[src/hdl/u8sd_pkg.sv]
// ----------------------------------------------------------------------------
// u8sd_pkg
// shared types and constants of the utf8 stream decoder
// ----------------------------------------------------------------------------
package u8sd_pkg;

  localparam int QUEUE_DEPTH = 4;
  localparam int QUEUE_AW    = $clog2(QUEUE_DEPTH);
  localparam int QUEUE_CW    = $clog2(QUEUE_DEPTH + 1);

  localparam int CP_W = 21;

  typedef enum logic [2:0] {
    CLS_ASCII = 3'd0,
    CLS_LEAD2 = 3'd1,
    CLS_LEAD3 = 3'd2,
    CLS_LEAD4 = 3'd3,
    CLS_CONT  = 3'd4,
    CLS_BAD   = 3'd5
  } byte_class_t;

  typedef struct packed {
    byte_class_t cls;
    logic [6:0]  bits;
  } byte_entry_t;

endpackage

[src/hdl/u8sd_front.sv]
// ----------------------------------------------------------------------------
// u8sd_front
// classifies each incoming byte and extracts its payload bits
// ----------------------------------------------------------------------------
module u8sd_front (
  input  logic                 in_valid,
  input  logic [7:0]           in_byte,
  output logic                 push_valid,
  output u8sd_pkg::byte_entry_t push_entry
);
  import u8sd_pkg::*;

  assign push_valid = in_valid;

  always_comb begin
    push_entry.cls  = CLS_BAD;
    push_entry.bits = 7'd0;
    if (!in_byte[7]) begin
      push_entry.cls  = CLS_ASCII;
      push_entry.bits = in_byte[6:0];
    end else if (in_byte[7:5] == 3'b110) begin
      push_entry.cls  = CLS_LEAD2;
      push_entry.bits = {2'b00, in_byte[4:0]};
    end else if (in_byte[7:4] == 4'b1110) begin
      push_entry.cls  = CLS_LEAD3;
      push_entry.bits = {3'b000, in_byte[3:0]};
    end else if (in_byte[7:3] == 5'b11110) begin
      push_entry.cls  = CLS_LEAD4;
      push_entry.bits = {4'b0000, in_byte[2:0]};
    end else if (in_byte[7:6] == 2'b10) begin
      push_entry.cls  = CLS_CONT;
      push_entry.bits = {1'b0, in_byte[5:0]};
    end
  end

endmodule

[src/hdl/u8sd_queue.sv]
// ----------------------------------------------------------------------------
// u8sd_queue
// short fifo of classified bytes between front and back
// ----------------------------------------------------------------------------
module u8sd_queue (
  input  logic                  clk,
  input  logic                  rst,
  input  logic                  push_valid,
  input  u8sd_pkg::byte_entry_t push_entry,
  output logic                  push_full,
  output logic                  pop_valid,
  input  logic                  pop_ready,
  output u8sd_pkg::byte_entry_t pop_entry
);
  import u8sd_pkg::*;

  byte_entry_t           entries [QUEUE_DEPTH];
  logic [QUEUE_AW-1:0]   wr_ptr;
  logic [QUEUE_AW-1:0]   rd_ptr;
  logic [QUEUE_CW-1:0]   count;
  logic                  do_push;
  logic                  do_pop;

  assign push_full = (count == QUEUE_CW'(QUEUE_DEPTH));
  assign pop_valid = (count != '0);
  assign pop_entry = entries[rd_ptr];
  assign do_push   = push_valid && !push_full;
  assign do_pop    = pop_valid && pop_ready;

  always_ff @(posedge clk) begin
    if (do_push) begin
      entries[wr_ptr] <= push_entry;
    end
  end

  always_ff @(posedge clk) begin
    if (rst) begin
      wr_ptr <= '0;
      rd_ptr <= '0;
      count  <= '0;
    end else begin
      if (do_push) begin
        wr_ptr <= wr_ptr + QUEUE_AW'(1);
      end
      if (do_pop) begin
        rd_ptr <= rd_ptr + QUEUE_AW'(1);
      end
      if (do_push && !do_pop) begin
        count <= count + QUEUE_CW'(1);
      end else if (do_pop && !do_push) begin
        count <= count - QUEUE_CW'(1);
      end
    end
  end

endmodule

[src/hdl/u8sd_back.sv]
// ----------------------------------------------------------------------------
// u8sd_back
// sequence state, completion checks and the registered result
// ----------------------------------------------------------------------------
module u8sd_back (
  input  logic                  clk,
  input  logic                  rst,
  input  logic                  pop_valid,
  output logic                  pop_ready,
  input  u8sd_pkg::byte_entry_t pop_entry,
  output logic                  out_valid,
  input  logic                  out_stall,
  output logic                  has_code_point,
  output logic [20:0]           code_point,
  output logic                  decode_error,
  output logic                  replay_byte,
  output logic                  now_idle
);
  import u8sd_pkg::*;

  localparam logic [2:0] SEQ_LEN_2 = 3'd2;
  localparam logic [2:0] SEQ_LEN_3 = 3'd3;
  localparam logic [2:0] SEQ_LEN_4 = 3'd4;

  logic [CP_W-1:0] partial_value, partial_value_next;
  logic [1:0]      bytes_pending, bytes_pending_next;
  logic [2:0]      sequence_length, sequence_length_next;
  logic            has_next, err_next, rep_next;
  logic [CP_W-1:0] cp_next;
  logic [CP_W-1:0] shifted;
  logic            do_pop;

  function automatic logic value_bad(input logic [CP_W-1:0] v, input logic [2:0] len);
    logic overlong;
    overlong = 1'b0;
    if (len == SEQ_LEN_2) overlong = (v < CP_W'(32'h80));
    else if (len == SEQ_LEN_3) overlong = (v < CP_W'(32'h800));
    else if (len == SEQ_LEN_4) overlong = (v < CP_W'(32'h10000));
    return overlong || (v > CP_W'(32'h10FFFF)) ||
           ((v >= CP_W'(32'hD800)) && (v <= CP_W'(32'hDFFF)));
  endfunction

  assign pop_ready = !out_valid || !out_stall;
  assign do_pop    = pop_valid && pop_ready;
  assign shifted   = {partial_value[CP_W-7:0], pop_entry.bits[5:0]};

  always_comb begin
    partial_value_next   = partial_value;
    bytes_pending_next   = bytes_pending;
    sequence_length_next = sequence_length;
    has_next = 1'b0;
    err_next = 1'b0;
    rep_next = 1'b0;
    cp_next  = '0;
    if (bytes_pending == 2'd0) begin
      sequence_length_next = 3'd0;
      unique case (pop_entry.cls)
        CLS_ASCII: begin
          has_next = 1'b1;
          cp_next  = CP_W'(pop_entry.bits);
        end
        CLS_LEAD2: begin
          partial_value_next   = CP_W'(pop_entry.bits[4:0]);
          bytes_pending_next   = 2'd1;
          sequence_length_next = SEQ_LEN_2;
        end
        CLS_LEAD3: begin
          partial_value_next   = CP_W'(pop_entry.bits[3:0]);
          bytes_pending_next   = 2'd2;
          sequence_length_next = SEQ_LEN_3;
        end
        CLS_LEAD4: begin
          partial_value_next   = CP_W'(pop_entry.bits[2:0]);
          bytes_pending_next   = 2'd3;
          sequence_length_next = SEQ_LEN_4;
        end
        default: begin
          err_next           = 1'b1;
          partial_value_next = '0;
          bytes_pending_next = 2'd0;
        end
      endcase
    end else if (pop_entry.cls == CLS_CONT) begin
      partial_value_next = shifted;
      bytes_pending_next = bytes_pending - 2'd1;
      if (bytes_pending == 2'd1) begin
        sequence_length_next = 3'd0;
        partial_value_next   = '0;
        if (value_bad(shifted, sequence_length)) begin
          err_next = 1'b1;
        end else begin
          has_next = 1'b1;
          cp_next  = shifted;
        end
      end
    end else begin
      err_next             = 1'b1;
      rep_next             = 1'b1;
      partial_value_next   = '0;
      bytes_pending_next   = 2'd0;
      sequence_length_next = 3'd0;
    end
  end

  always_ff @(posedge clk) begin
    if (rst) begin
      partial_value   <= '0;
      bytes_pending   <= 2'd0;
      sequence_length <= 3'd0;
      out_valid       <= 1'b0;
    end else begin
      if (do_pop) begin
        partial_value   <= partial_value_next;
        bytes_pending   <= bytes_pending_next;
        sequence_length <= sequence_length_next;
      end
      if (pop_ready) begin
        out_valid <= do_pop;
      end
    end
  end

  always_ff @(posedge clk) begin
    if (do_pop) begin
      has_code_point <= has_next;
      code_point     <= cp_next;
      decode_error   <= err_next;
      replay_byte    <= rep_next;
      now_idle       <= (bytes_pending_next == 2'd0);
    end
  end

endmodule

[src/hdl/utf8_stream_decoder_unit.sv]
// ----------------------------------------------------------------------------
// utf8_stream_decoder_unit
// incremental utf-8 decoder, one byte in and one result out per transaction
//
//   channel  | direction | handshake            | payload
//   ---------+-----------+----------------------+------------------------------
//   input    | in        | in_valid / in_stall  | in_byte
//   output   | out       | out_valid / out_stall| has_code_point, code_point,
//            |           |                      | decode_error, replay_byte,
//            |           |                      | now_idle
//
// one byte per cycle sustained while in_stall is low; the back-end sequence
// state updates once per byte. bytes are registered in a four-entry queue that
// keeps taking them while the output stalls, and results in the back end.
// synchronous reset clears the queue, the sequence state and the output valid.
// ----------------------------------------------------------------------------
module utf8_stream_decoder_unit (
  input  logic        clk,
  input  logic        rst,
  input  logic        in_valid,
  output logic        in_stall,
  input  logic [7:0]  in_byte,
  output logic        out_valid,
  input  logic        out_stall,
  output logic        has_code_point,
  output logic [20:0] code_point,
  output logic        decode_error,
  output logic        replay_byte,
  output logic        now_idle
);
  import u8sd_pkg::*;

  logic        push_valid;
  byte_entry_t push_entry;
  logic        push_full;
  logic        pop_valid;
  logic        pop_ready;
  byte_entry_t pop_entry;

  assign in_stall = push_full;

  u8sd_front u_front (
    .in_valid   (in_valid),
    .in_byte    (in_byte),
    .push_valid (push_valid),
    .push_entry (push_entry)
  );

  u8sd_queue u_queue (
    .clk        (clk),
    .rst        (rst),
    .push_valid (push_valid),
    .push_entry (push_entry),
    .push_full  (push_full),
    .pop_valid  (pop_valid),
    .pop_ready  (pop_ready),
    .pop_entry  (pop_entry)
  );

  u8sd_back u_back (
    .clk            (clk),
    .rst            (rst),
    .pop_valid      (pop_valid),
    .pop_ready      (pop_ready),
    .pop_entry      (pop_entry),
    .out_valid      (out_valid),
    .out_stall      (out_stall),
    .has_code_point (has_code_point),
    .code_point     (code_point),
    .decode_error   (decode_error),
    .replay_byte    (replay_byte),
    .now_idle       (now_idle)
  );

endmodule

[config.mk]
export PLATFORM = sky130hd
export DESIGN_NAME = utf8_stream_decoder_unit
export DESIGN_NICKNAME = d
export VERILOG_FILES = /design/src/hdl/u8sd_pkg.sv /design/src/hdl/u8sd_front.sv /design/src/hdl/u8sd_queue.sv /design/src/hdl/u8sd_back.sv /design/src/hdl/utf8_stream_decoder_unit.sv
export SDC_FILE = /design/constraint.sdc
export NUM_CORES = 1
export LEC_CHECK = 0
export ABC_AREA = 1
export BUFFER_PORTS_ARGS = -buffer_cell sky130_fd_sc_hd__buf_2
export CORE_ASPECT_RATIO = 1.5
export CORE_UTILIZATION = 30
export DETAILED_ROUTE_END_ITERATION = 10
export PLACE_DENSITY = 0.54
export SKIP_LAST_GASP = 1
export SLEW_MARGIN = 20
export SYNTH_ARGS = -nofsm -noshare
export SYNTH_HDL_FRONTEND = slang
export SYNTH_SLANG_ARGS = --single-unit
[constraint.sdc]
create_clock -name clk -period 2.37 [get_ports clk]
set_input_delay 0.3555 -clock clk [delete_from_list [all_inputs] [get_ports clk]]
set_output_delay 0.3555 -clock clk [all_outputs]
set_load 0.005 [all_outputs]
==> impl_metrics.yaml, run 1 <==
detailed_routing:
  postRouteAntennaNets: 0
  wl_per_cell_um: 12.3
  wl_um: 8570
  first_pass_iters: 4
  num_vias: 3069
  viasPerCell: 4.42
  drcViolationCount: 0
  drt_iter0_markers: 132
synthesis:
  synthesis.nets: 473
  ys.flop_type: "edfxtp_1"
  yosys_warnings: 0
  synthCells: 453
  synth_area_um2: 4290
  synth_edf_count: 65
  synth_cell_types: 31
  ys_seq_area_share_pct: 59.6
  syn_area_per_cell_um2: 9.46
  synth-seq-cells: 95
  synth_async_sr_flop_share_pct: 0
setup_path:
  critPathMaxFanout: 6
  path_cells: "o31ai_4 -> ha_1 -> inv_1 -> fa_1 -> a21oi_1 -> o21ai_0 -> o21ai_0 -> a21oi_1"
  crit_family: "compound AO/OA/AOI/OAI gates"
  cp.required_ns: 2.60
  worstSetupEndpointType: "register"
  slowest_delay_ns: 0.49
  critical_path_class: "register to register"
  worstSetupStartpointType: "register"
  cp.arrival_ns: 2.40
  critPathBufInv: 1
  r2r_slack_ns: 0.20
  cp_slowest_cell: "o31ai_4"
placed_design:
  port_buffers: 38
  gp_congestion: 0.787
  placed_cells: 679
  dp_hpwl_um: 6280
floorplan:
  rows: 53
  io_pins: 39
  die_w_um: 99.6
  die_h_um: 148
  start_util_pct: 30.6
  core_um2: 14000
  die_area_um2: 14800
sta:
  hold_violations: 0
  relSlewSlack_pct: 64.6
  whs_ns: 0.320
  tns_ns: 0
  rsz0062_at_grt: "false"
  slew_violations: 0
  setup_viol: 0
  post-route-min-period_ns: 2.17
  max_freq_mhz: 461
  period_share_pct: 91.6
  fin_skew_ns: 0.00956
  worst_slew_pin_slew_ns: 0.531
cts:
  clk_pin_slew_ns: 0.07
  clockRootBuffer: "clkbuf_16"
  cts.path.max_buffers: 2
  htree_levels: 3
  cts_tree: "built"
  cts_buffers: 9
  clkSinkCount: 95
  clock_latency_ns: 0.35
  post_cts_buffers: 0
global_route:
  grt_max_degree: 20
  grt_pass1_wl_um: 14100
  first_global_vias: 2980
  antenna_found_initial: 0
  gr-total-overflow: 0
  grtUsageTotal_pct: 12.5
flow_run:
  maxCapViolations: 0
pwr:
  p_leak_nw: 2.04
  ir_drop_mv: 0.455
  power.density_nw_per_um2: 1230
  p_total_mw: 6.19
final_layout:
  final_nets: 518
  final_util_pct: 35.9
  syn2layout_area_growth_pct: 17.1
  antennaDiodeCount: 0
  finalNonFillerCells: 695
  drive_gt1_share_pct: 17.7
outcome:
  status: "completed"
min_path:
  hold_class: "input pin to register"
==> cells in the final DEF (no fill, tap or decap), drive strengths merged <==
cell	Yosys	routed
a21boi	2	2
a21oi	30	30
a32oi	3	3
and2	1	1
buf	9	48
bufinv	0	1
clkbuf	5	9
clkinv	1	4
dfxtp	30	30
edfxtp	65	65
fa	1	1
ha	7	7
inv	66	69
nand2	94	94
nand3	37	37
nand4	4	4
nor2	69	69
nor3	3	3
o21a	1	1
o21ai	21	21
o21bai	2	2
o22ai	1	1
o31ai	1	1
==> routing by layer <==
metal | global-route usage [%] | part of all wire, %
met3 | 3.34 | 2.8
met1 | 13.2 | 41
met5 | 0 | 0
met2 | 23.1 | 55
met4 | 5.44 | 2.0
==> worst reg2reg max path, cell delays in order (launching register included) <==
cell and delay, ns:
dfxtp_1 0.38, o31ai_4 0.49, ha_1 0.23, inv_1 0.07
fa_1 0.38, a21oi_1 0.16, o21ai_0 0.14, o21ai_0 0.16
a21oi_1 0.05
==> logic make-up (layout without fill, tap and decap cells) <==
group / count (synthesis) / in the layout / synth area share, %
flip-flops: 95 / 95 / 59.6
buffers and inverters: 81 / 131 / 7.80
AO/OA/AOI/OAI: 61 / 61 / 8.09
adder cells (fa/ha/maj): 8 / 8 / 2.51
AND/OR/NAND/NOR: 208 / 208 / 22.0
==> final cells by class <==
cell class                      count  area (um^2)
Sequential cell                    95         2550
Tap cell                          192          240
Multi-Input combinational cell    277         1400
Timing Repair Buffer               48          265
Clock buffer                        9          225
Fill cell                        1421         8970
Clock inverter                      7         80.1
Inverter                           67          253
==> per-stage QoR <==
stage | cell area (um^2) | setup slack (ns)
final | 5020 | 0.199
after global routing | 5020 | 0.0231
after CTS | 5010 | 0.186
after detailed placement | 4710 | 0.209
after global placement | 4710 | 0.309
after floorplan | 4290 | 0.414
==> final timing paths <==
path | startpoint | endpoint | cells past startpoint
worst max-delay path | u_queue.count[0] | u_queue.count[2] | 8
worst min-delay path | rst | u_back.partial_value[8] | 2
worst max register to register | u_queue.count[0] | u_queue.count[2] | 8
worst min register to register | u_back.partial_value[10] | u_back.partial_value[10] | 2
==> sequential cells by signal (all words and copies together) (netlist names), named ones only <==
register / count
u_back.bytes_pending: 2
u_back.sequence_length: 3
u_queue.rd_ptr: 2
u_back.out_valid: 1
u_queue.wr_ptr: 2
u_back.code_point: 21
u_queue.entries: 40
u_back.replay_byte: 1
u_back.now_idle: 1
u_back.has_code_point: 1
u_back.partial_value: 15
u_back.decode_error: 1
u_queue.count: 3
==> synthesized netlist by cell type, types with 4 or more instances <==
cell type	number	area [um^2]
nor2_1	55	206
ha_1	7	87.6
a21oi_1	30	150
o21ai_0	21	105
nand2_1	89	334
nand3_1	35	175
inv_1	64	240
dfxtp_1	30	601
nand4_1	4	25.0
clkbuf_1	5	18.8
nor2_2	10	62.6
edfxtp_1	65	1950
buf_2	5	25.0
==> timing repair <==
action / 4_1_cts / 5_1_grt
hold buffers: 0 / 0
resized for setup: 0 / 1
endpoints found under the setup margin: 0 / 3
==> power breakdown <==
group / switching [mW] / leakage (nW) / internal [mW]
Sequential: 0.177 / 0.872 / 2.27
Combinational: 1.53 / 1.01 / 0.744
Clock: 0.645 / 0.150 / 0.833
(Power assumes the default switching activity.)
==> run 2: changes to the inputs <==
Settings changed: REMOVE_ABC_BUFFERS set to 1.
==> run 2 against run 1 <==
Cell area about the same. Critical path type unchanged. Highest routed layer unchanged. Critical endpoint unchanged. Clock skew about the same. Largest power group unchanged. Sequential cell count unchanged.
==> impl_metrics.yaml, run 2 (synthesized netlist as in run 1, its figures left out) <==
outcome:
  status: "completed"
final_layout:
  seq_area_um2: 2550
  final_common_cell: "nand2_1"
  regMostFlops: "u_queue.entries"
  final_area_um2: 5010
  nFillCells: 1397
  antennaDiodeCount: 0
  syn2layout_area_growth_pct: 17.0
  layout_common_cells: "nand2_1, edfxtp_1, inv_1"
  multiInputGateArea_um2: 1400
  top_regs: "u_queue.entries x40, u_back.code_point x21, u_back.partial_value x15"
  largest_reg_flops: 40
  final_nets: 520
  drive_gt1_share_pct: 17.6
setup_path:
  crit_family: "adder cells"
  r2r_slack_ns: 0.33
  worstSetupEndpointType: "register"
  cp_slowest_cell: "dfxtp_1"
  critical_path_class: "register to register"
  critPathMaxFanout: 5
  cp.required_ns: 2.60
  cp.arrival_ns: 2.27
  slowest_delay_ns: 0.47
  path_cells: "nor3_1 -> nor2_1 -> ha_1 -> inv_1 -> fa_1 -> a21oi_1 -> o21ai_0 -> o21ai_0 -> a21oi_1"
  worstSetupStartpointType: "register"
  critPathBufInv: 1
cts:
  cts.path.max_buffers: 2
  clk_pin_slew_ns: 0.07
  cts_tree: "built"
  cts_buffers: 9
  htree_levels: 3
  clock_latency_ns: 0.34
  clkSinkCount: 95
  clockRootBuffer: "clkbuf_16"
  post_cts_buffers: 0
  cts_resized: 0
  hold_buffers: 0
detailed_routing:
  drcViolationCount: 0
  top_layer: "met4"
  drt_iter0_markers: 100
  first_pass_iters: 6
  viasPerCell: 4.41
  num_vias: 3076
  routed-wl-met3_um: 215
  routed-wl-met2_um: 4690
  wl_um: 8610
  wl_met1_um: 3460
  wl_per_cell_um: 12.3
  postRouteAntennaNets: 0
floorplan:
  rows: 53
  die_w_um: 99.6
  start_util_pct: 30.6
  die_area_um2: 14800
  die_h_um: 148
  core_um2: 14000
  io_pins: 39
sta:
  tns_ns: 0
  fin_skew_ns: 0.00994
  post-route-min-period_ns: 2.04
  worst_slack_ns: 0.328
  whs_ns: 0.337
  period_share_pct: 86.2
  rsz0062_at_grt: "false"
  relSlewSlack_pct: 64.8
  hold_violations: 0
  worst_slew_pin_slew_ns: 0.524
  setup_viol: 0
  slew_violations: 0
  max_freq_mhz: 490
global_route:
  grtUsageTotal_pct: 12.5
  grt_max_degree: 22
  first_global_vias: 3009
  grt_pass1_wl_um: 14200
  antenna_found_initial: 0
  gr-total-overflow: 0
placed_design:
  place_ws_ns: 0.353
  gp_congestion: 0.826
  dp_hpwl_um: 6330
  detailed_place.area_um2: 4720
  port_buffers: 38
pwr:
  p_leak_nw: 2.03
  power.density_nw_per_um2: 1220
  ir_drop_mv: 0.353
min_path:
  hold_class: "input pin to register"
flow_run:
  maxCapViolations: 0
## run 2: changes by cell type in the layout (fill, tap and decap cells not counted), sizes merged
| cell | change |
|---|---|
| clkbuf | +1 |
| clkinvlp | +1 |
| inv | -2 |
| buf | +2 |
## run 2: per-stage QoR
stage          util, %  std cells  total power, mW
2_1_floorplan        -        439             3.96
3_3_place_gp      33.8        681             4.73
3_5_place_dp      33.8        681             4.79
4_1_cts           35.8        697             6.21
5_1_grt           35.8        697             6.60
6_report          35.8        697             6.13
## run 2: final cells by class
cell class              instances  share of cell area, %
clock buffers                  10                   4.57
clock inverters                 6                   1.20
inverters                      67                   5.04
multi-input cells             277                   27.9
flip-flops and latches         95                   50.9
well taps                     192                   4.79
repair buffers                 50                   5.59
## run 2: worst reg2reg max path, stage by stage (launching register included)
cell and delay, ns:
dfxtp_1 0.47, nor3_1 0.11, nor2_1 0.21, ha_1 0.19
inv_1 0.07, fa_1 0.39, a21oi_1 0.17, o21ai_0 0.12
o21ai_0 0.15, a21oi_1 0.05
## run 2: routing by layer
metal / GRT usage (%) / vias up
met5: 0 / -
met4: 5.81 / 0
met3: 3.05 / 10
met2: 23.6 / 46
met1: 12.8 / 1451
li1: - / 1569
## run 2: path summary, 6_finish.rpt
path / start / to / cells past startpoint
worst max-delay path: u_queue.count[0] / u_queue.count[2] / 9
worst min-delay path: rst / u_back.partial_value[7] / 2
worst max register to register: u_queue.count[0] / u_queue.count[2] / 9
worst min register to register: u_queue.rd_ptr[1] / u_queue.rd_ptr[1] / 2
## run 2: report_power, final
| group | switching, mW | internal (mW) |
|---|---|---|
| Combinational | 1.54 | 0.770 |
| Sequential | 0.153 | 2.27 |
| Clock | 0.588 | 0.814 |
